`src/rtl/keypad_alarm_controller_unit_assert.svh`:
```
// ----------------------------------------------------------------------------
// Keypad alarm controller assertion macros
// Concurrent assertion shorthands used at the end of the top level. They
// compile to nothing in synthesis builds.
// ----------------------------------------------------------------------------
`ifndef KEYPAD_ALARM_CONTROLLER_UNIT_ASSERT_SVH
`define KEYPAD_ALARM_CONTROLLER_UNIT_ASSERT_SVH

`ifndef SYNTHESIS
// Same-cycle implication, disabled while reset is low.
`define KAC_ASSERT_IMP(label, clk, rst_n, ante, cons) \
    label: assert property (@(posedge clk) disable iff (!(rst_n)) (ante) |-> (cons)) \
        else $error("keypad alarm controller: same-cycle check failed");
// Next-cycle implication, disabled while reset is low.
`define KAC_ASSERT_NXT(label, clk, rst_n, ante, cons) \
    label: assert property (@(posedge clk) disable iff (!(rst_n)) (ante) |=> (cons)) \
        else $error("keypad alarm controller: next-cycle check failed");
`else
`define KAC_ASSERT_IMP(label, clk, rst_n, ante, cons)
`define KAC_ASSERT_NXT(label, clk, rst_n, ante, cons)
`endif

`endif

```
`src/rtl/kac_pkg.sv`:
```
// ----------------------------------------------------------------------------
// Keypad alarm controller package
// Types, codes and constants shared by the controller and its channels.
// ----------------------------------------------------------------------------
package kac_pkg;

    localparam int CODE_LEN = 6;
    localparam int LEN_W    = $clog2(CODE_LEN + 1);
    localparam int IDX_W    = (CODE_LEN > 1) ? $clog2(CODE_LEN) : 1;
    localparam int CNT_W    = 3;
    localparam int CFG_IDX_W  = 1;
    localparam int CFG_DATA_W = 16;
    localparam int TIME_W     = 16;

    typedef logic [LEN_W-1:0]           t_len;
    typedef logic [3:0]                 t_digit;
    typedef logic [CODE_LEN-1:0][3:0]   t_code;
    typedef logic [TIME_W-1:0]          t_time;

    localparam t_len  CODE_LEN_L   = t_len'(CODE_LEN);
    localparam t_time TIME_MAX     = '1;
    localparam t_time ALARM_DUR_RST = t_time'(10000);
    localparam t_time BLINK_RST     = t_time'(500);

    localparam t_digit KEY_DIGIT_MAX = 4'd9;
    localparam t_digit KEY_A    = 4'd10;
    localparam t_digit KEY_B    = 4'd11;
    localparam t_digit KEY_D    = 4'd13;
    localparam t_digit KEY_STAR = 4'd14;
    localparam t_digit KEY_HASH = 4'd15;

    localparam logic [CFG_IDX_W-1:0] CFG_ALARM_DUR  = 1'd0;
    localparam logic [CFG_IDX_W-1:0] CFG_BLINK_HALF = 1'd1;

    typedef enum logic [1:0] {
        ACT_TICK   = 2'd0,
        ACT_KEY    = 2'd1,
        ACT_MOTION = 2'd2
    } t_action;

    typedef enum logic [1:0] {
        MODE_DISARMED = 2'd0,
        MODE_ARMED    = 2'd1,
        MODE_ALARM    = 2'd2,
        MODE_CHANGE   = 2'd3
    } t_mode;

    typedef enum logic [3:0] {
        EV_NONE       = 4'd0,
        EV_ARMED      = 4'd1,
        EV_DISARMED   = 4'd2,
        EV_WRONG_CODE = 4'd3,
        EV_CHANGED    = 4'd4,
        EV_MISMATCH   = 4'd5,
        EV_TOGGLED    = 4'd6,
        EV_CHG_START  = 4'd7,
        EV_SHORT      = 4'd8
    } t_event;

    typedef struct packed {
        t_mode            mode;
        logic             buzzer;
        logic             led;
        logic             entering;
        logic [CNT_W-1:0] entry_count;
        logic             change_step;
        logic             endless_mode;
        t_event           event_res;
    } t_result;

    // Factory code: digits 1, 2, 3, ... wrapping past 9.
    function automatic t_code init_code();
        t_code c;
        for (int i = 0; i < CODE_LEN; i++) begin
            c[i] = t_digit'((i + 1) % 10);
        end
        return c;
    endfunction

endpackage

```
`src/rtl/kac_in_if.sv`:
```
// ----------------------------------------------------------------------------
// Keypad alarm controller input channel
// Carries one event item: tick, key press or motion.
// ----------------------------------------------------------------------------
interface kac_in_if;
    logic       valid;
    logic       ready;
    logic [1:0] action;
    logic [3:0] key_code;

    modport source (output valid, output action, output key_code, input ready);
    modport sink   (input valid, input action, input key_code, output ready);
endinterface

```
`src/rtl/kac_out_if.sv`:
```
// ----------------------------------------------------------------------------
// Keypad alarm controller result channel
// Carries one status item per accepted event.
// ----------------------------------------------------------------------------
interface kac_out_if;
    logic       valid;
    logic       ready;
    logic [1:0] mode;
    logic       buzzer;
    logic       led;
    logic       entering;
    logic [2:0] entry_count;
    logic       change_step;
    logic       endless_mode;
    logic [3:0] event_res;

    modport source (output valid, output mode, output buzzer, output led,
                    output entering, output entry_count, output change_step,
                    output endless_mode, output event_res, input ready);
    modport sink   (input valid, input mode, input buzzer, input led,
                    input entering, input entry_count, input change_step,
                    input endless_mode, input event_res, output ready);
endinterface

```
`src/rtl/kac_cfg_if.sv`:
```
// ----------------------------------------------------------------------------
// Keypad alarm controller configuration channel
// Register write port: register index and write data.
// ----------------------------------------------------------------------------
interface kac_cfg_if;
    logic                             valid;
    logic                             ready;
    logic [kac_pkg::CFG_IDX_W-1:0]    index;
    logic [kac_pkg::CFG_DATA_W-1:0]   data;

    modport source (output valid, output index, output data, input ready);
    modport sink   (input valid, input index, input data, output ready);
endinterface

```
`src/rtl/keypad_alarm_controller_unit.sv`:
```
// ----------------------------------------------------------------------------
// Keypad alarm controller unit
// Disarmed / armed / alarm / code change controller driven by tick, key and
// motion items.
// ----------------------------------------------------------------------------
// Usage:
// i_in takes one event item (tick, key press, motion); o_res returns exactly
// one status item for it: mode, buzzer, LED, entry progress and an event code.
// i_cfg writes the alarm duration (index 0) and the blink half period
// (index 1); it is always ready and should only be used while no item is in
// flight.
// An accepted item is held in the input register, where the state update
// and the result are computed together; the result is registered and then
// appears on o_res. One item per cycle is sustained while o_res is ready,
// set by the single input register feeding the result register.
// A stalled o_res holds its item; the input register still takes a new item,
// which then waits until the result register frees. A third item is refused.
// Reset (synchronous, active low) returns to disarmed with the factory code,
// default timings, no entry in progress, LED on and buzzer off.
// ----------------------------------------------------------------------------
module keypad_alarm_controller_unit (
    input  logic          i_clk,
    input  logic          i_rst_n,
    kac_in_if.sink        i_in,
    kac_out_if.source     o_res,
    kac_cfg_if.sink       i_cfg
);

`include "keypad_alarm_controller_unit_assert.svh"

    // Configuration
    kac_pkg::t_time r_alarm_dur;
    kac_pkg::t_time r_blink_half;

    // Input register
    logic           r_in_vld;
    logic [1:0]     r_in_action;
    kac_pkg::t_digit r_in_key;

    // Controller state
    kac_pkg::t_mode  r_mode,  n_mode;
    logic            r_entry_active, n_entry_active;
    kac_pkg::t_len   r_len,   n_len;
    kac_pkg::t_code  r_digits, n_digits;
    kac_pkg::t_code  r_first,  n_first;
    logic            r_phase, n_phase;
    kac_pkg::t_code  r_stored, n_stored;
    kac_pkg::t_digit r_hist0, n_hist0;
    kac_pkg::t_digit r_hist1, n_hist1;
    kac_pkg::t_time  r_alarm_el, n_alarm_el;
    kac_pkg::t_time  r_blink_el, n_blink_el;
    logic            r_endless, n_endless;
    logic            r_led, n_led;
    logic            r_buzz, n_buzz;

    // Result register
    logic             r_out_vld;
    kac_pkg::t_result r_out, n_out;

    kac_pkg::t_event ev;
    kac_pkg::t_len   len_v;
    logic            is_digit;
    logic            full;
    logic            w_adv;

    assign w_adv      = r_in_vld && (!r_out_vld || o_res.ready);
    assign i_in.ready = !r_in_vld || w_adv;
    assign i_cfg.ready = 1'b1;

    always_ff @(posedge i_clk) begin
        if (!i_rst_n) begin
            r_alarm_dur  <= kac_pkg::ALARM_DUR_RST;
            r_blink_half <= kac_pkg::BLINK_RST;
        end else if (i_cfg.valid) begin
            case (i_cfg.index)
                kac_pkg::CFG_ALARM_DUR:  r_alarm_dur  <= i_cfg.data;
                kac_pkg::CFG_BLINK_HALF: r_blink_half <= i_cfg.data;
                default: ;
            endcase
        end
    end

    always_ff @(posedge i_clk) begin
        if (!i_rst_n) begin
            r_in_vld <= 1'b0;
        end else if (i_in.valid && i_in.ready) begin
            r_in_vld <= 1'b1;
        end else if (w_adv) begin
            r_in_vld <= 1'b0;
        end
    end

    always_ff @(posedge i_clk) begin
        if (i_in.valid && i_in.ready) begin
            r_in_action <= i_in.action;
            r_in_key    <= i_in.key_code;
        end
    end

    // Controller state register
    always_ff @(posedge i_clk) begin
        if (!i_rst_n) begin
            r_mode         <= kac_pkg::MODE_DISARMED;
            r_entry_active <= 1'b0;
            r_len          <= '0;
            r_phase        <= 1'b0;
            r_stored       <= kac_pkg::init_code();
            r_hist0        <= '0;
            r_hist1        <= '0;
            r_alarm_el     <= '0;
            r_blink_el     <= '0;
            r_endless      <= 1'b0;
            r_led          <= 1'b1;
            r_buzz         <= 1'b0;
        end else if (w_adv) begin
            r_mode         <= n_mode;
            r_entry_active <= n_entry_active;
            r_len          <= n_len;
            r_phase        <= n_phase;
            r_stored       <= n_stored;
            r_hist0        <= n_hist0;
            r_hist1        <= n_hist1;
            r_alarm_el     <= n_alarm_el;
            r_blink_el     <= n_blink_el;
            r_endless      <= n_endless;
            r_led          <= n_led;
            r_buzz         <= n_buzz;
        end
    end

    // Entry buffers hold meaningful data only once written.
    always_ff @(posedge i_clk) begin
        if (w_adv) begin
            r_digits <= n_digits;
            r_first  <= n_first;
        end
    end

    always_ff @(posedge i_clk) begin
        if (!i_rst_n) begin
            r_out_vld <= 1'b0;
        end else if (w_adv) begin
            r_out_vld <= 1'b1;
        end else if (o_res.ready) begin
            r_out_vld <= 1'b0;
        end
    end

    always_ff @(posedge i_clk) begin
        if (w_adv) begin
            r_out <= n_out;
        end
    end

    // Next state and result for the item in the input register
    always_comb begin
        n_mode         = r_mode;
        n_entry_active = r_entry_active;
        n_len          = r_len;
        n_digits       = r_digits;
        n_first        = r_first;
        n_phase        = r_phase;
        n_stored       = r_stored;
        n_hist0        = r_hist0;
        n_hist1        = r_hist1;
        n_alarm_el     = r_alarm_el;
        n_blink_el     = r_blink_el;
        n_endless      = r_endless;
        n_led          = r_led;
        n_buzz         = r_buzz;
        ev             = kac_pkg::EV_NONE;
        is_digit       = (r_in_key <= kac_pkg::KEY_DIGIT_MAX);
        len_v          = r_entry_active ? r_len : '0;
        full           = (len_v == kac_pkg::CODE_LEN_L);

        case (r_in_action)
            kac_pkg::ACT_TICK: begin
                if (r_mode == kac_pkg::MODE_ALARM) begin
                    if (r_alarm_el != kac_pkg::TIME_MAX) begin
                        n_alarm_el = r_alarm_el + kac_pkg::t_time'(1);
                    end
                    if (r_blink_el != kac_pkg::TIME_MAX) begin
                        n_blink_el = r_blink_el + kac_pkg::t_time'(1);
                    end
                    // Timeout and blink wait while a code is being typed.
                    if (!r_entry_active) begin
                        if (!r_endless && (n_alarm_el >= r_alarm_dur)) begin
                            n_mode = kac_pkg::MODE_ARMED;
                            n_led  = 1'b1;
                            n_buzz = 1'b0;
                        end else if (n_blink_el >= r_blink_half) begin
                            n_blink_el = '0;
                            n_led      = !r_led;
                        end
                    end
                end
            end
            kac_pkg::ACT_KEY: begin
                if (!r_entry_active && (r_mode == kac_pkg::MODE_DISARMED)) begin
                    n_hist0 = r_hist1;
                    n_hist1 = r_in_key;
                end
                if (r_entry_active || (r_mode == kac_pkg::MODE_CHANGE) || is_digit) begin
                    // The key goes into an entry, which starts empty if none is open.
                    n_entry_active = 1'b1;
                    n_len          = len_v;
                    if (is_digit) begin
                        if (!full) begin
                            n_digits[len_v[kac_pkg::IDX_W-1:0]] = r_in_key;
                            n_len = len_v + kac_pkg::t_len'(1);
                        end
                    end else if (r_in_key == kac_pkg::KEY_D) begin
                        if (len_v != '0) begin
                            n_len = len_v - kac_pkg::t_len'(1);
                        end
                    end else if (r_in_key == kac_pkg::KEY_STAR) begin
                        n_len = '0;
                    end else if (r_in_key == kac_pkg::KEY_HASH) begin
                        n_entry_active = 1'b0;
                        if (r_mode == kac_pkg::MODE_CHANGE) begin
                            if (full && !r_phase) begin
                                // First new code taken; open the confirmation entry.
                                n_first        = r_digits;
                                n_phase        = 1'b1;
                                n_entry_active = 1'b1;
                                n_len          = '0;
                            end else begin
                                if (!full) begin
                                    ev = kac_pkg::EV_SHORT;
                                end else if (r_first == r_digits) begin
                                    n_stored = r_first;
                                    ev       = kac_pkg::EV_CHANGED;
                                end else begin
                                    ev = kac_pkg::EV_MISMATCH;
                                end
                                n_phase = 1'b0;
                                n_mode  = kac_pkg::MODE_DISARMED;
                                n_led   = 1'b1;
                                n_buzz  = 1'b0;
                            end
                        end else if (!full) begin
                            ev = kac_pkg::EV_SHORT;
                        end else if (r_stored != r_digits) begin
                            ev = kac_pkg::EV_WRONG_CODE;
                        end else if (r_mode == kac_pkg::MODE_DISARMED) begin
                            n_mode = kac_pkg::MODE_ARMED;
                            n_led  = 1'b1;
                            n_buzz = 1'b0;
                            ev     = kac_pkg::EV_ARMED;
                        end else begin
                            n_mode = kac_pkg::MODE_DISARMED;
                            n_led  = 1'b1;
                            n_buzz = 1'b0;
                            ev     = kac_pkg::EV_DISARMED;
                        end
                    end
                end else if (r_mode == kac_pkg::MODE_DISARMED) begin
                    if ((r_hist1 == kac_pkg::KEY_A) && (r_in_key == kac_pkg::KEY_A)) begin
                        n_phase        = 1'b0;
                        n_mode         = kac_pkg::MODE_CHANGE;
                        n_led          = 1'b1;
                        n_entry_active = 1'b1;
                        n_len          = '0;
                        ev             = kac_pkg::EV_CHG_START;
                    end else if ((r_hist1 == kac_pkg::KEY_B) &&
                                 (r_in_key == kac_pkg::KEY_B)) begin
                        n_endless = !r_endless;
                        ev        = kac_pkg::EV_TOGGLED;
                    end
                end
            end
            kac_pkg::ACT_MOTION: begin
                if ((r_mode == kac_pkg::MODE_ARMED) && !r_entry_active) begin
                    n_mode     = kac_pkg::MODE_ALARM;
                    n_buzz     = 1'b1;
                    n_alarm_el = '0;
                    n_blink_el = '0;
                end
            end
            default: ;
        endcase

        n_out.mode         = n_mode;
        n_out.buzzer       = n_buzz;
        n_out.led          = n_led;
        n_out.entering     = n_entry_active;
        n_out.entry_count  = n_entry_active ? kac_pkg::CNT_W'(n_len) : '0;
        n_out.change_step  = n_phase;
        n_out.endless_mode = n_endless;
        n_out.event_res    = ev;
    end

    assign o_res.valid        = r_out_vld;
    assign o_res.mode         = r_out.mode;
    assign o_res.buzzer       = r_out.buzzer;
    assign o_res.led          = r_out.led;
    assign o_res.entering     = r_out.entering;
    assign o_res.entry_count  = r_out.entry_count;
    assign o_res.change_step  = r_out.change_step;
    assign o_res.endless_mode = r_out.endless_mode;
    assign o_res.event_res    = r_out.event_res;

    `KAC_ASSERT_IMP(a_phase_only_in_change, i_clk, i_rst_n, r_mode != kac_pkg::MODE_CHANGE, !r_phase)
    `KAC_ASSERT_IMP(a_len_bounded, i_clk, i_rst_n, 1'b1, r_len <= kac_pkg::CODE_LEN_L)
    `KAC_ASSERT_IMP(a_buzzer_in_alarm, i_clk, i_rst_n, 1'b1, (r_mode == kac_pkg::MODE_ALARM) == r_buzz)
    `KAC_ASSERT_NXT(a_held_item_kept, i_clk, i_rst_n, r_in_vld && !w_adv, r_in_vld)

endmodule

```
`src/flat_wrapper.sv`:
```
// flat-port wrapper written by rule: the top's interface ports become plain ports
module keypad_alarm_controller_unit_flat 
  (i_clk, i_rst_n, i_in_valid, i_in_action, i_in_key_code, i_in_ready, o_res_valid, o_res_mode, o_res_buzzer, o_res_led, o_res_entering, o_res_entry_count, o_res_change_step, o_res_endless_mode, o_res_event_res, o_res_ready, i_cfg_valid, i_cfg_index, i_cfg_data, i_cfg_ready);
  kac_in_if i_in_i ();
  kac_out_if o_res_i ();
  kac_cfg_if i_cfg_i ();
  input  logic i_clk;
  input  logic i_rst_n;
  input wire logic [$bits(i_in_i.valid)-1:0] i_in_valid;
  input wire logic [$bits(i_in_i.action)-1:0] i_in_action;
  input wire logic [$bits(i_in_i.key_code)-1:0] i_in_key_code;
  output wire logic [$bits(i_in_i.ready)-1:0] i_in_ready;
  output wire logic [$bits(o_res_i.valid)-1:0] o_res_valid;
  output wire logic [$bits(o_res_i.mode)-1:0] o_res_mode;
  output wire logic [$bits(o_res_i.buzzer)-1:0] o_res_buzzer;
  output wire logic [$bits(o_res_i.led)-1:0] o_res_led;
  output wire logic [$bits(o_res_i.entering)-1:0] o_res_entering;
  output wire logic [$bits(o_res_i.entry_count)-1:0] o_res_entry_count;
  output wire logic [$bits(o_res_i.change_step)-1:0] o_res_change_step;
  output wire logic [$bits(o_res_i.endless_mode)-1:0] o_res_endless_mode;
  output wire logic [$bits(o_res_i.event_res)-1:0] o_res_event_res;
  input wire logic [$bits(o_res_i.ready)-1:0] o_res_ready;
  input wire logic [$bits(i_cfg_i.valid)-1:0] i_cfg_valid;
  input wire logic [$bits(i_cfg_i.index)-1:0] i_cfg_index;
  input wire logic [$bits(i_cfg_i.data)-1:0] i_cfg_data;
  output wire logic [$bits(i_cfg_i.ready)-1:0] i_cfg_ready;
  assign i_in_i.valid = i_in_valid;
  assign i_in_i.action = i_in_action;
  assign i_in_i.key_code = i_in_key_code;
  assign i_in_ready = i_in_i.ready;
  assign o_res_valid = o_res_i.valid;
  assign o_res_mode = o_res_i.mode;
  assign o_res_buzzer = o_res_i.buzzer;
  assign o_res_led = o_res_i.led;
  assign o_res_entering = o_res_i.entering;
  assign o_res_entry_count = o_res_i.entry_count;
  assign o_res_change_step = o_res_i.change_step;
  assign o_res_endless_mode = o_res_i.endless_mode;
  assign o_res_event_res = o_res_i.event_res;
  assign o_res_i.ready = o_res_ready;
  assign i_cfg_i.valid = i_cfg_valid;
  assign i_cfg_i.index = i_cfg_index;
  assign i_cfg_i.data = i_cfg_data;
  assign i_cfg_ready = i_cfg_i.ready;
  keypad_alarm_controller_unit u_core (.i_clk(i_clk), .i_rst_n(i_rst_n), .i_in(i_in_i), .o_res(o_res_i), .i_cfg(i_cfg_i));
endmodule
```
`config.mk`:
```
export PLATFORM = sky130hd
export DESIGN_NAME = keypad_alarm_controller_unit_flat
export DESIGN_NICKNAME = d
export VERILOG_FILES = /design/src/rtl/kac_pkg.sv /design/src/rtl/kac_in_if.sv /design/src/rtl/kac_out_if.sv /design/src/rtl/kac_cfg_if.sv /design/src/rtl/keypad_alarm_controller_unit.sv /design/src/flat_wrapper.sv
export VERILOG_INCLUDE_DIRS = /design/src /design/src/rtl
export SDC_FILE = /design/constraint.sdc
export NUM_CORES = 1
export LEC_CHECK = 0
export BUFFER_PORTS_ARGS = -buffer_cell sky130_fd_sc_hd__buf_2
export CAP_MARGIN = 15
export CORE_AREA = 5 5 139 141
export CTS_BUF_LIST = sky130_fd_sc_hd__clkbuf_4 sky130_fd_sc_hd__clkbuf_8 sky130_fd_sc_hd__clkbuf_16
export DETAILED_ROUTE_END_ITERATION = 10
export DIE_AREA = 0 0 144 146
export GPL_TIMING_DRIVEN = 0
export PLACE_DENSITY = 0.67
export SLEW_MARGIN = 30
export SYNTH_ARGS = -nofsm -noshare
export SYNTH_HDL_FRONTEND = slang
export SYNTH_SLANG_ARGS = --single-unit
```
`constraint.sdc`:
```
create_clock -name i_clk -period 4.97 [get_ports i_clk]
set_clock_uncertainty 0.1 [all_clocks]
set_input_delay 0.2485 -clock i_clk [delete_from_list [all_inputs] [get_ports i_clk]]
set_output_delay 0.2485 -clock i_clk [all_outputs]
set_load 0.02 [all_outputs]
```
# Word-level counts from Yosys, hierarchy flattened
# Index checks and enable logic that the tools add are counted.
# classes
add_sub_neg	4
mul	0
div_mod_pow	0
n_lt_le_gt_ge	5
eq_ne	19
shifts	0
n_mux	120
bitwise	6
reduce_logical	32
# ops
operator	n
$mux 16	12
$pmux 16 s2	2
$mux 1	58
$mux 4	13
$mux 3	14
$add 16x1->16 const B	2
$ge 16x16->1	2
$mux 2	16
$ne 16x16->1 const B	2
$eq 4x4->1 const B	7
$bwmux 24	1
$eq 24x24->1	1
$ne 24x24->1	1
$demux 4 s3	1
$reduce_and 11->1	1
$logic_and 1x1->1	9
$reduce_and 9->1	1
$eq 2x2->1 const B	3
$logic_not 1->1	6
$not 1->1	6
$pmux 2 s3	1
$reduce_bool 2->1	3
$reduce_and 5->1	1
$eq 2x1->1 const B	2
15 further kinds	21
# totals
ff_bits	172
latchBits	0
ram_bits	0
rom_bits	0
inputBits	28
out_inout_bits	17
elab_cells	228
mem_count	0

# Longest topological paths before layout
# Gate-level depths: netlist (run 1).
# logic_depth
ltp_word	11
ltp_mapped	16
mapped_depth_nobuf	15

# Worst setup path after synthesis (run 1)
# OpenSTA, ideal clock, no wires.
# synth_path
path_type	reg-to-reg
from	register u_core.r_alarm_el[0]
to	register u_core.r_led
setup_ns	0.122
arrival_ns	3.503
t_required_ns	4.748
path_slack_ns	1.245
path_stages_with_launch	15
n_path_buf	0
period_less_slack_ns	3.725
cell_sequence	dfxtp_1 ha_1 nand4_1 nor4_2 a211oi_1 and3_1 xor2_1 ha_1 o21a_1 o2111ai_1 nor2_1 a21o_1 o41ai_1 a22oi_1 o32a_1
# synth_between
elab_chain_len	10
elab_cells_between_ends	11
classes_between	1 x add/sub; 1 x order compare; 1 x eq/ne; 7 x mux; 1 x reduce/logical
# synth_lines
item	line	source
start: declaration	keypad_alarm_controller_unit.sv:50	kac_pkg::t_time r_alarm_el, n_alarm_el;
start signal: assignment	keypad_alarm_controller_unit.sv:123	r_alarm_el <= n_alarm_el;
$add 16x1->16 or $ne 16x16->1 (tied branches)	keypad_alarm_controller_unit.sv:180, keypad_alarm_controller_unit.sv:179	
$mux 16 *	keypad_alarm_controller_unit.sv:179	if (r_alarm_el != kac_pkg::TIME_MAX) begin
$mux 16 *	keypad_alarm_controller_unit.sv:178	if (r_mode == kac_pkg::MODE_ALARM) begin
$mux 16 *	keypad_alarm_controller_unit.sv:176	case (r_in_action)
$ge 16x16->1 *	keypad_alarm_controller_unit.sv:187	if (!r_endless && (n_alarm_el >= r_alarm_dur)) begin
$logic_and 1x1->1 *	keypad_alarm_controller_unit.sv:187	
$mux 1 *	keypad_alarm_controller_unit.sv:187	
$mux 1 *	keypad_alarm_controller_unit.sv:186	if (!r_entry_active) begin
$mux 1 *	keypad_alarm_controller_unit.sv:178	
$pmux 1 s2 *	keypad_alarm_controller_unit.sv:176	
end signal: assignment	keypad_alarm_controller_unit.sv:126	r_led <= n_led;
end: declaration	keypad_alarm_controller_unit.sv:53	logic r_led, n_led;
# Every way passes the cells marked *; elsewhere a longest branch is shown, timed or not. The select of a mux whose other input is x is not followed.
# A chain may end at the register's enable or synchronous reset.

# Worst setup path in the final report (run 1)
# layout_path
from	register u_core.r_blink_el[0]
to	register u_core.r_blink_el[2]
# layout_between
elab_chain_len	10
elab_cells_between_ends	11
classes_between	1 x add/sub; 1 x order compare; 1 x eq/ne; 8 x mux
# layout_lines
item	line	source
start: declaration	keypad_alarm_controller_unit.sv:51	kac_pkg::t_time r_blink_el, n_blink_el;
start signal: assignment	keypad_alarm_controller_unit.sv:124	r_blink_el <= n_blink_el;
$add 16x1->16 or $ne 16x16->1 (tied branches)	keypad_alarm_controller_unit.sv:183, keypad_alarm_controller_unit.sv:182	
$mux 16 *	keypad_alarm_controller_unit.sv:182	if (r_blink_el != kac_pkg::TIME_MAX) begin
$mux 16 *	keypad_alarm_controller_unit.sv:178	
$mux 16 *	keypad_alarm_controller_unit.sv:176	
$ge 16x16->1	keypad_alarm_controller_unit.sv:191	end else if (n_blink_el >= r_blink_half) begin
$mux 16	keypad_alarm_controller_unit.sv:191	
$mux 16	keypad_alarm_controller_unit.sv:187	
$mux 16 *	keypad_alarm_controller_unit.sv:186	
$mux 16 *	keypad_alarm_controller_unit.sv:178	
$pmux 16 s2 *	keypad_alarm_controller_unit.sv:176	
# Marked as above.

==> results_tabular.tex, run 1 <==
\begin{tabular}{lr}
\hline
Metric & Value \\
\hline
\multicolumn{2}{l}{\textbf{Global routing}} \\
\quad Leftover overflow at the end of global routing & 0 \\
\quad Global-route wire length before repair & between 30 and 40 mm \\
\quad Vias in the first global route & 6784 \\
\quad Pin count of the biggest net entering global routing & 25 \\
\quad Gr usage total & 21.0\% \\
\quad Initial antenna violation count & 0 \\
\multicolumn{2}{l}{\textbf{Finish}} \\
\quad Final core area utilization & 56.8\% \\
\quad Register area & between 4000 and 5000 sq um \\
\quad Share of layout cells above drive strength 1 & 10.1\% \\
\quad Final-stage net count & between 1000 and 1500 \\
\quad Footprint of the multi-input gates & between 4000 and 5000 sq um \\
\quad Diode insertion count for antenna repair & 0 \\
\quad Fill count & about 1600 \\
\quad Area overhead of the layout relative to synthesis & 15.3\% \\
\multicolumn{2}{l}{\textbf{Drt}} \\
\quad First-pass DRT Iterations & 5 \\
\quad Final ANT Viol Nets & 0 \\
\quad Number of vias after detailed routing & around 7100 \\
\quad DRC Markers & 0 \\
\quad Mean routed wirelength per cell & around 17 microns \\
\quad Number of design-rule violations left by the first detailed-router iteration & 543 \\
\quad DR vias/cell & roughly 5.6 \\
\quad Total detailed-routing wirelength & 21.6 mm \\
\multicolumn{2}{l}{\textbf{Clock network}} \\
\quad CTS Buf Count & 17 \\
\quad Clock tree from TritonCTS & built \\
\quad Clock sink total & about 170 \\
\quad Register clock-pin slew on the reported worst setup and hold paths & roughly 70 ps \\
\quad Clock H-tree levels & 4 \\
\quad CTS Root Buffer Type & clkbuf\_16 \\
\quad Clock insertion delay at the later pin of the skew report & 440 ps \\
\quad Buffers from clock root to sink, at most & 2 \\
\quad Post\_cts resized & 0 \\
\multicolumn{2}{l}{\textbf{Power}} \\
\quad Static Leak & $\sim$3.8 nW \\
\quad Power per Cell Area & 301 nW/um\^{}2 \\
\quad Worst vdd rail ir drop & 0.000254 V \\
\multicolumn{2}{l}{\textbf{Timing}} \\
\quad Total negative setup slack & 0 ps \\
\quad Period minus WS final & 4550 ps \\
\quad Final hold vios & 0 \\
\quad Transition time at the pin with the least slew margin & 863 ps \\
\quad Setup repair after global routing missed its margin & no \\
\quad Max Transition Viols Final & 0 \\
\quad Fraction of the cycle the final worst path needs & between 90\% and 100\% \\
\quad Achievable clock frequency & $\sim$0.22 GHz \\
\quad Final setup violation count & 0 \\
\quad Worst max-slew margin expressed relative to the limit & 42.0\% \\
\quad Hold slack final & about 36 ps \\
\multicolumn{2}{l}{\textbf{Floorplanning}} \\
\quad Die Span Y & about 150 microns \\
\quad Initial core utilization & between 40 and 50\% \\
\quad Area of the die & approximately 21000 sq um \\
\quad Number of primary I/O pins & 45 \\
\quad Chip width & 144 microns \\
\quad Floorplan core area & $\sim$18000 sq um \\
\quad Site Rows & 49 \\
\multicolumn{2}{l}{\textbf{Yosys}} \\
\quad Number of synthesized flops with an enable pin & 68 \\
\quad Count of mapped cells out of synthesis & $\sim$940 \\
\quad Netlist area before placement & 8780 sq um \\
\quad Synthesized area per cell & between 9 and 10 sq um \\
\quad Netlist cell types & between 70 and 80 \\
\quad Fraction of the yosys area taken by sequential cells & between 40\% and 50\% \\
\quad Share of async-settable or async-resettable flops after synthesis & 0\% \\
\quad Dominant synthesized flop cell & dfxtp\_1 \\
\quad Net count after synthesis & 1002 \\
\quad Yosys synthesis warning count & 0 \\
\quad Synth Register Bits & approximately 170 \\
\multicolumn{2}{l}{\textbf{Worst setup path}} \\
\quad Kind of critical path & flop to flop \\
\quad Crit path required time & approximately 5300 ps \\
\quad Startpoint kind of the worst setup timing path & flop \\
\quad CP max FO & 9 \\
\quad Crit path DAT & 4830 ps \\
\quad Endpoint type of the worst setup path & flop \\
\multicolumn{2}{l}{\textbf{Place}} \\
\quad Quantity of I/O buffers inserted on ports & 43 \\
\quad Routability congestion estimate from global placement & roughly 0.89 \\
\quad Post-DP HPWL & $\sim$15 mm \\
\multicolumn{2}{l}{\textbf{Job}} \\
\quad \# Max-Cap Violations & 0 \\
\multicolumn{2}{l}{\textbf{Min path}} \\
\quad Type of the worst min-delay path & input port to flop \\
\multicolumn{2}{l}{\textbf{Status}} \\
\quad Result of the run & complete, no violations \\
\hline
\end{tabular}
-- synth_stat cells, drive strengths merged (7+ instances only) --
cell,n,area (sq um)
xnor2,56,490
a21o,10,75.1
and2,8,50.1
inv,52,195
nand2,120,450
nand3,29,145
clkbuf,31,116
ha,38,475
nor2b,7,43.8
dfxtp,104,2080
a21oi,76,380
nand4,19,119
mux2i,28,280
xor2,16,140
a31oi,7,50.1
o21a,7,52.6
a22o,9,78.8
nor2,80,308
edfxtp,68,2040
a211oi,8,60.1
and3,10,62.6
o21ai,32,160
or3,10,67.6
nor3,19,100
o211ai,12,90.1
a22oi,9,67.6
nor4,11,87.6
-- flip-flops by register name, summed over array words and instances, names as in the netlist, 2 cells and up --
| name | cells |
|---|---|
| u_core.o_res.event_res | 4 |
| u_core.r_mode | 2 |
| u_core.r_len | 3 |
| u_core.r_stored | 24 |
| u_core.o_res.entry_count | 3 |
| u_core.r_alarm_dur | 16 |
| u_core.r_in_key | 4 |
| u_core.o_res.mode | 2 |
| u_core.r_blink_half | 16 |
| u_core.r_in_action | 2 |
| u_core.r_hist1 | 4 |
| u_core.r_digits | 24 |
| u_core.r_alarm_el | 16 |
| u_core.r_first | 24 |
| u_core.r_blink_el | 16 |
-- worst paths after layout --
check	start	end	slack, ps	depth (start not counted)
setup / recovery	u_core.r_blink_el[0]	u_core.r_blink_el[2]	420	16
hold / removal	i_cfg_index	u_core.r_alarm_dur[15]	40	4
setup reg to reg	u_core.r_blink_el[0]	u_core.r_blink_el[2]	420	16
hold reg to reg	u_core.r_blink_half[14]	u_core.r_blink_half[14]	360	2
-- placed cells by master, fill, tap and decap left out, drive strengths merged, types with 3 or more instances in the layout --
cell,count
a211oi,8
a21o,10
a21oi,76
a221oi,4
a22o,9
a22oi,9
a31oi,7
and2,8
and3,10
and4,3
buf,48
clkbuf,49
clkinv,6
dfxtp,104
dlygate4sd3,23
edfxtp,68
ha,38
inv,59
mux2i,28
nand2,120
nand2b,4
nand3,29
nand3b,4
nand4,19
nor2,80
nor2b,7
nor3,19
nor4,11
o211ai,12
o21a,7
o21ai,32
or2,5
or3,10
xnor2,56
xor2,16
-- cell type report --
cell class                 count  share of cell area, %
clock inverter                14                   1.53
tap                          229                   2.83
timing repair buffer          66                   4.40
buffer                        36                   1.50
multi-input combinational    676                   42.8
inverter                      52                   1.93
sequential                   172                   40.7
clock buffer                  18                   4.28
-- layer usage --
metal	vias up	wire length, microns	GRT usage, %	share of wire (%)
li1	3503	-	-	-
met5	-	0	0	0
met3	36	1090	4.11	5.1
met1	3329	9790	28.2	45
met2	214	10300	34.2	48
met4	0	417	6.40	1.9
-- logic make-up after synthesis --
family | count (synthesis) | synth area share [%]
compound gates | 200 | 14.8
xor+xnor | 72 | 7.18
fa+ha+maj | 39 | 5.53
buf+inv | 88 | 3.93
flops | 172 | 46.9
mux | 30 | 3.45
other cells | 1 | 0.0427
simple gates | 334 | 18.1
-- through the flow --
stage,cell area (sq um),power [W],setup WS (ps),instances
2_1_floorplan,8780,0.00166,1250,936
3_3_place_gp,9290,0.00172,472,1208
3_5_place_dp,9310,0.00172,476,1208
4_1_cts,10100,0.00306,442,1263
5_1_grt,10100,0.00315,31.4,1263
6_report,10100,0.00305,424,1263
-- worst max-delay path, cell delays in order (launching register included) --
cell	delay, ps
dfxtp_1	420
ha_1	270
nand2_1	90
nor3_1	280
and2_1	180
clkbuf_1	270
nand2_1	300
nand3_1	240
xnor2_1	150
ha_1	260
a211oi_1	240
nor2_1	70
nor4_1	480
o21ai_1	220
a31oi_2	560
a21oi_1	130
o21ba_2	240
-- where the power goes --
group	internal (W)	leakage, nW	switching [W]	total, W
logic	0.0000738	2.01	0.000125	0.000199
registers	0.00149	1.46	0.0000190	0.00151
clock network	0.000718	0.290	0.000621	0.00134
-- what timing repair did --
item / CTS / global route
endpoints found under the setup margin: 0 / 0
hold endpoints to repair: 37 / 0
buffers inserted: 0 / 0
hold buffers: 23 / 0
Note: power is estimated with default switching activity, not from simulation.
==> run 2, diff against run 1 <==
--- a/config.mk
+++ b/config.mk
@@ -8,11 +8,10 @@
 export LEC_CHECK = 0
 export BUFFER_PORTS_ARGS = -buffer_cell sky130_fd_sc_hd__buf_2
 export CAP_MARGIN = 15
-export CORE_AREA = 5 5 139 141
+export CORE_AREA = 2 2 136 138
 export CTS_BUF_LIST = sky130_fd_sc_hd__clkbuf_4 sky130_fd_sc_hd__clkbuf_8 sky130_fd_sc_hd__clkbuf_16
 export DETAILED_ROUTE_END_ITERATION = 10
-export DIE_AREA = 0 0 144 146
-export GPL_TIMING_DRIVEN = 0
+export DIE_AREA = 0 0 138 140
 export PLACE_DENSITY = 0.67
 export SLEW_MARGIN = 30
 export SYNTH_ARGS = -nofsm -noshare
==> run 2 against run 1 <==
Against the previous run: die area fell by 8.1%; clock-buffer cell count did not move; combinational power decreased by 6%; sequential share of layout area is 0.30 points higher; via count down 1.4%; register-to-register slack better by 320 ps; global-route usage up 1.1 points; worst setup slack improved by 320 ps; highest routed layer unchanged.
==> results_tabular.tex, run 2 (synthesis gave the netlist of run 1 again) <==
\begin{tabular}{lr}
\hline
Metric & Value \\
\hline
\multicolumn{2}{l}{\textbf{Status}} \\
\quad Result of the run & complete, no violations \\
\multicolumn{2}{l}{\textbf{Clock network}} \\
\quad CTS Buf Count & 17 \\
\quad CTS Root Buffer Type & clkbuf\_16 \\
\quad Buffers from clock root to sink, at most & 2 \\
\quad Clock sink total & between 150 and 200 \\
\quad Clock tree from TritonCTS & built \\
\quad Post-CTS Repair Setup Buffers & 0 \\
\quad Clock insertion delay at the later pin of the skew report & 430 ps \\
\quad Clock H-tree levels & 4 \\
\quad Post\_cts resized & 0 \\
\quad Register clock-pin slew on the reported worst setup and hold paths & 70 ps \\
\multicolumn{2}{l}{\textbf{Worst setup path}} \\
\quad Largest stage delay on the critical path & $\sim$480 ps \\
\quad Critical path's most frequent cell & ha\_1 \\
\quad Crit path DAT & roughly 4400 ps \\
\quad Startpoint kind of the worst setup timing path & flop \\
\quad CP max FO & 8 \\
\quad Crit path required time & 5180 ps \\
\quad Endpoint type of the worst setup path & flop \\
\quad Crit-path cells & ha\_1 -> nand4\_1 -> nor4\_2 -> a211oi\_1 -> and3\_1 -> xor2\_1 -> ha\_1 -> o21a\_1 -> o2111ai\_1 -> nor2\_1 -> a21o\_1 -> o41ai\_1 -> a22oi\_1 -> o32a\_1 \\
\quad Kind of critical path & flop to flop \\
\quad Slowest CP cell & nor4\_2 \\
\multicolumn{2}{l}{\textbf{Timing}} \\
\quad Total negative setup slack & 0 ps \\
\quad Final hold vios & 0 \\
\quad Least setup slack across all paths after layout & about 740 ps \\
\quad Max Transition Viols Final & 0 \\
\quad Achievable clock frequency & $\sim$0.24 GHz \\
\quad Final setup violation count & 0 \\
\quad Fraction of the cycle the final worst path needs & 85.1\% \\
\quad Setup repair after global routing missed its margin & no \\
\quad Worst max-slew margin expressed relative to the limit & between 30\% and 40\% \\
\quad Transition time at the pin with the least slew margin & 974 ps \\
\quad Period minus WS final & 4230 ps \\
\multicolumn{2}{l}{\textbf{Power}} \\
\quad Worst vdd rail ir drop & between 0.0002 and 0.0003 V \\
\quad Static Leak & around 3.8 nW \\
\quad Power per Cell Area & between 300 and 400 nW/um\^{}2 \\
\multicolumn{2}{l}{\textbf{Finish}} \\
\quad Diode insertion count for antenna repair & 0 \\
\quad Commonest cells after routing, fill and taps aside & nand2\_1, dfxtp\_1, nor2\_1, a21oi\_1, edfxtp\_1 \\
\quad Most common library cell in the layout ignoring fill and taps & nand2\_1 \\
\quad Registers with the most flip-flops & u\_core.r\_digits (24), u\_core.r\_first (24), u\_core.r\_stored (24) \\
\quad Area overhead of the layout relative to synthesis & 14.4\% \\
\quad Share of layout cells above drive strength 1 & approximately 10\% \\
\quad Final-stage net count & 1059 \\
\multicolumn{2}{l}{\textbf{Drt}} \\
\quad Final ANT Viol Nets & 0 \\
\quad Total detailed-routing wirelength & approximately 21 mm \\
\quad DR vias/cell & between 5 and 6 \\
\quad First-pass DRT Iterations & 5 \\
\quad DRC Markers & 0 \\
\quad Mean routed wirelength per cell & 17.0 microns \\
\quad Number of design-rule violations left by the first detailed-router iteration & between 700 and 800 \\
\quad Number of vias after detailed routing & $\sim$7000 \\
\multicolumn{2}{l}{\textbf{Job}} \\
\quad \# Max-Cap Violations & 0 \\
\multicolumn{2}{l}{\textbf{Place}} \\
\quad Routability congestion estimate from global placement & between 0.8 and 0.9 \\
\quad Post-DP HPWL & 14.4 mm \\
\quad Place WS & a little over 800 ps \\
\quad Quantity of I/O buffers inserted on ports & 43 \\
\multicolumn{2}{l}{\textbf{Global routing}} \\
\quad Vias in the first global route & about 6700 \\
\quad Gr usage total & between 20\% and 30\% \\
\quad Initial antenna violation count & 0 \\
\quad Pin count of the biggest net entering global routing & 62 \\
\quad Global-route wire length before repair & between 30 and 40 mm \\
\quad Leftover overflow at the end of global routing & 0 \\
\multicolumn{2}{l}{\textbf{Floorplanning}} \\
\quad Chip width & 138 microns \\
\quad Die Span Y & approximately 140 microns \\
\quad Number of primary I/O pins & between 40 and 50 \\
\quad Floorplan core area & about 18000 sq um \\
\quad Site Rows & $\sim$50 \\
\quad Initial core utilization & 49.4\% \\
\quad Area of the die & slightly below 20000 sq um \\
\multicolumn{2}{l}{\textbf{Min path}} \\
\quad Type of the worst min-delay path & input port to flop \\
\hline
\end{tabular}
## run 2: area by class of cell
type                    count  area (sq um)
flip-flops and latches    172          4120
inverters                  52           195
repair buffers             74           505
clock inverters            14           179
multi-input cells         676          4330
clock buffers              18           433
well taps                 229           287
fillers                  1557          7730
## run 2: metrics by stage
| stage | cells | hold WS (ps) | util [%] | cell area [sq um] | total power (W) |
|---|---|---|---|---|---|
| 5_1_grt | 1235 | 65.2 | 56.5 | 10100 | 0.00318 |
| 3_5_place_dp | 1180 | 328 | 51.8 | 9210 | 0.00172 |
| 3_3_place_gp | 1180 | 326 | 51.8 | 9200 | 0.00171 |
| 2_1_floorplan | 936 | 247 | - | 8780 | 0.00166 |
| 4_1_cts | 1235 | 31.5 | 56.5 | 10100 | 0.00310 |
| 6_report | 1235 | 44.1 | 56.5 | 10100 | 0.00308 |
## run 2: critical path, delay by kind of cell (launching register included)
| family | cells | cell delay [ps] |
|---|---|---|
| DFF | 1 | 400 |
| xor gates and xnor gates | 1 | 160 |
| and+or+nand+nor | 4 | 1000 |
| AOI/OAI and AO/OA | 7 | 1880 |
| adders and majority gates | 2 | 580 |
## run 2: path summary, 6_finish.rpt
path,from,endpoint,slack (ps),depth (start not counted)
max,u_core.r_alarm_el[0],u_core.r_led,740,14
max reg2reg,u_core.r_alarm_el[0],u_core.r_led,740,14
min,i_cfg_index,u_core.r_alarm_dur[5],40,4
min reg2reg,u_core.r_alarm_dur[14],u_core.r_alarm_dur[14],360,2
## run 2: report_power, final
group          internal [W]  leakage [nW]  total, W  switching, W
combinational     0.0000710          2.00  0.000188      0.000117
clock              0.000768         0.295   0.00138      0.000610
sequential          0.00149          1.46   0.00151     0.0000254
## run 2: what timing repair did
action,in CTS,in global routing
hold endpoints to repair,36,0
hold buffers,23,0
endpoints found under the setup margin,0,0
## run 2: per-layer routing
| layer | global-route usage, % | part of all wire, % | up-vias |
|---|---|---|---|
| met5 | 0 | 0 | - |
| met4 | 6.61 | 1.7 | 0 |
| met3 | 3.97 | 3.8 | 26 |
| met2 | 36.8 | 48 | 186 |
| met1 | 29.6 | 46 | 3319 |
| li1 | - | - | 3454 |
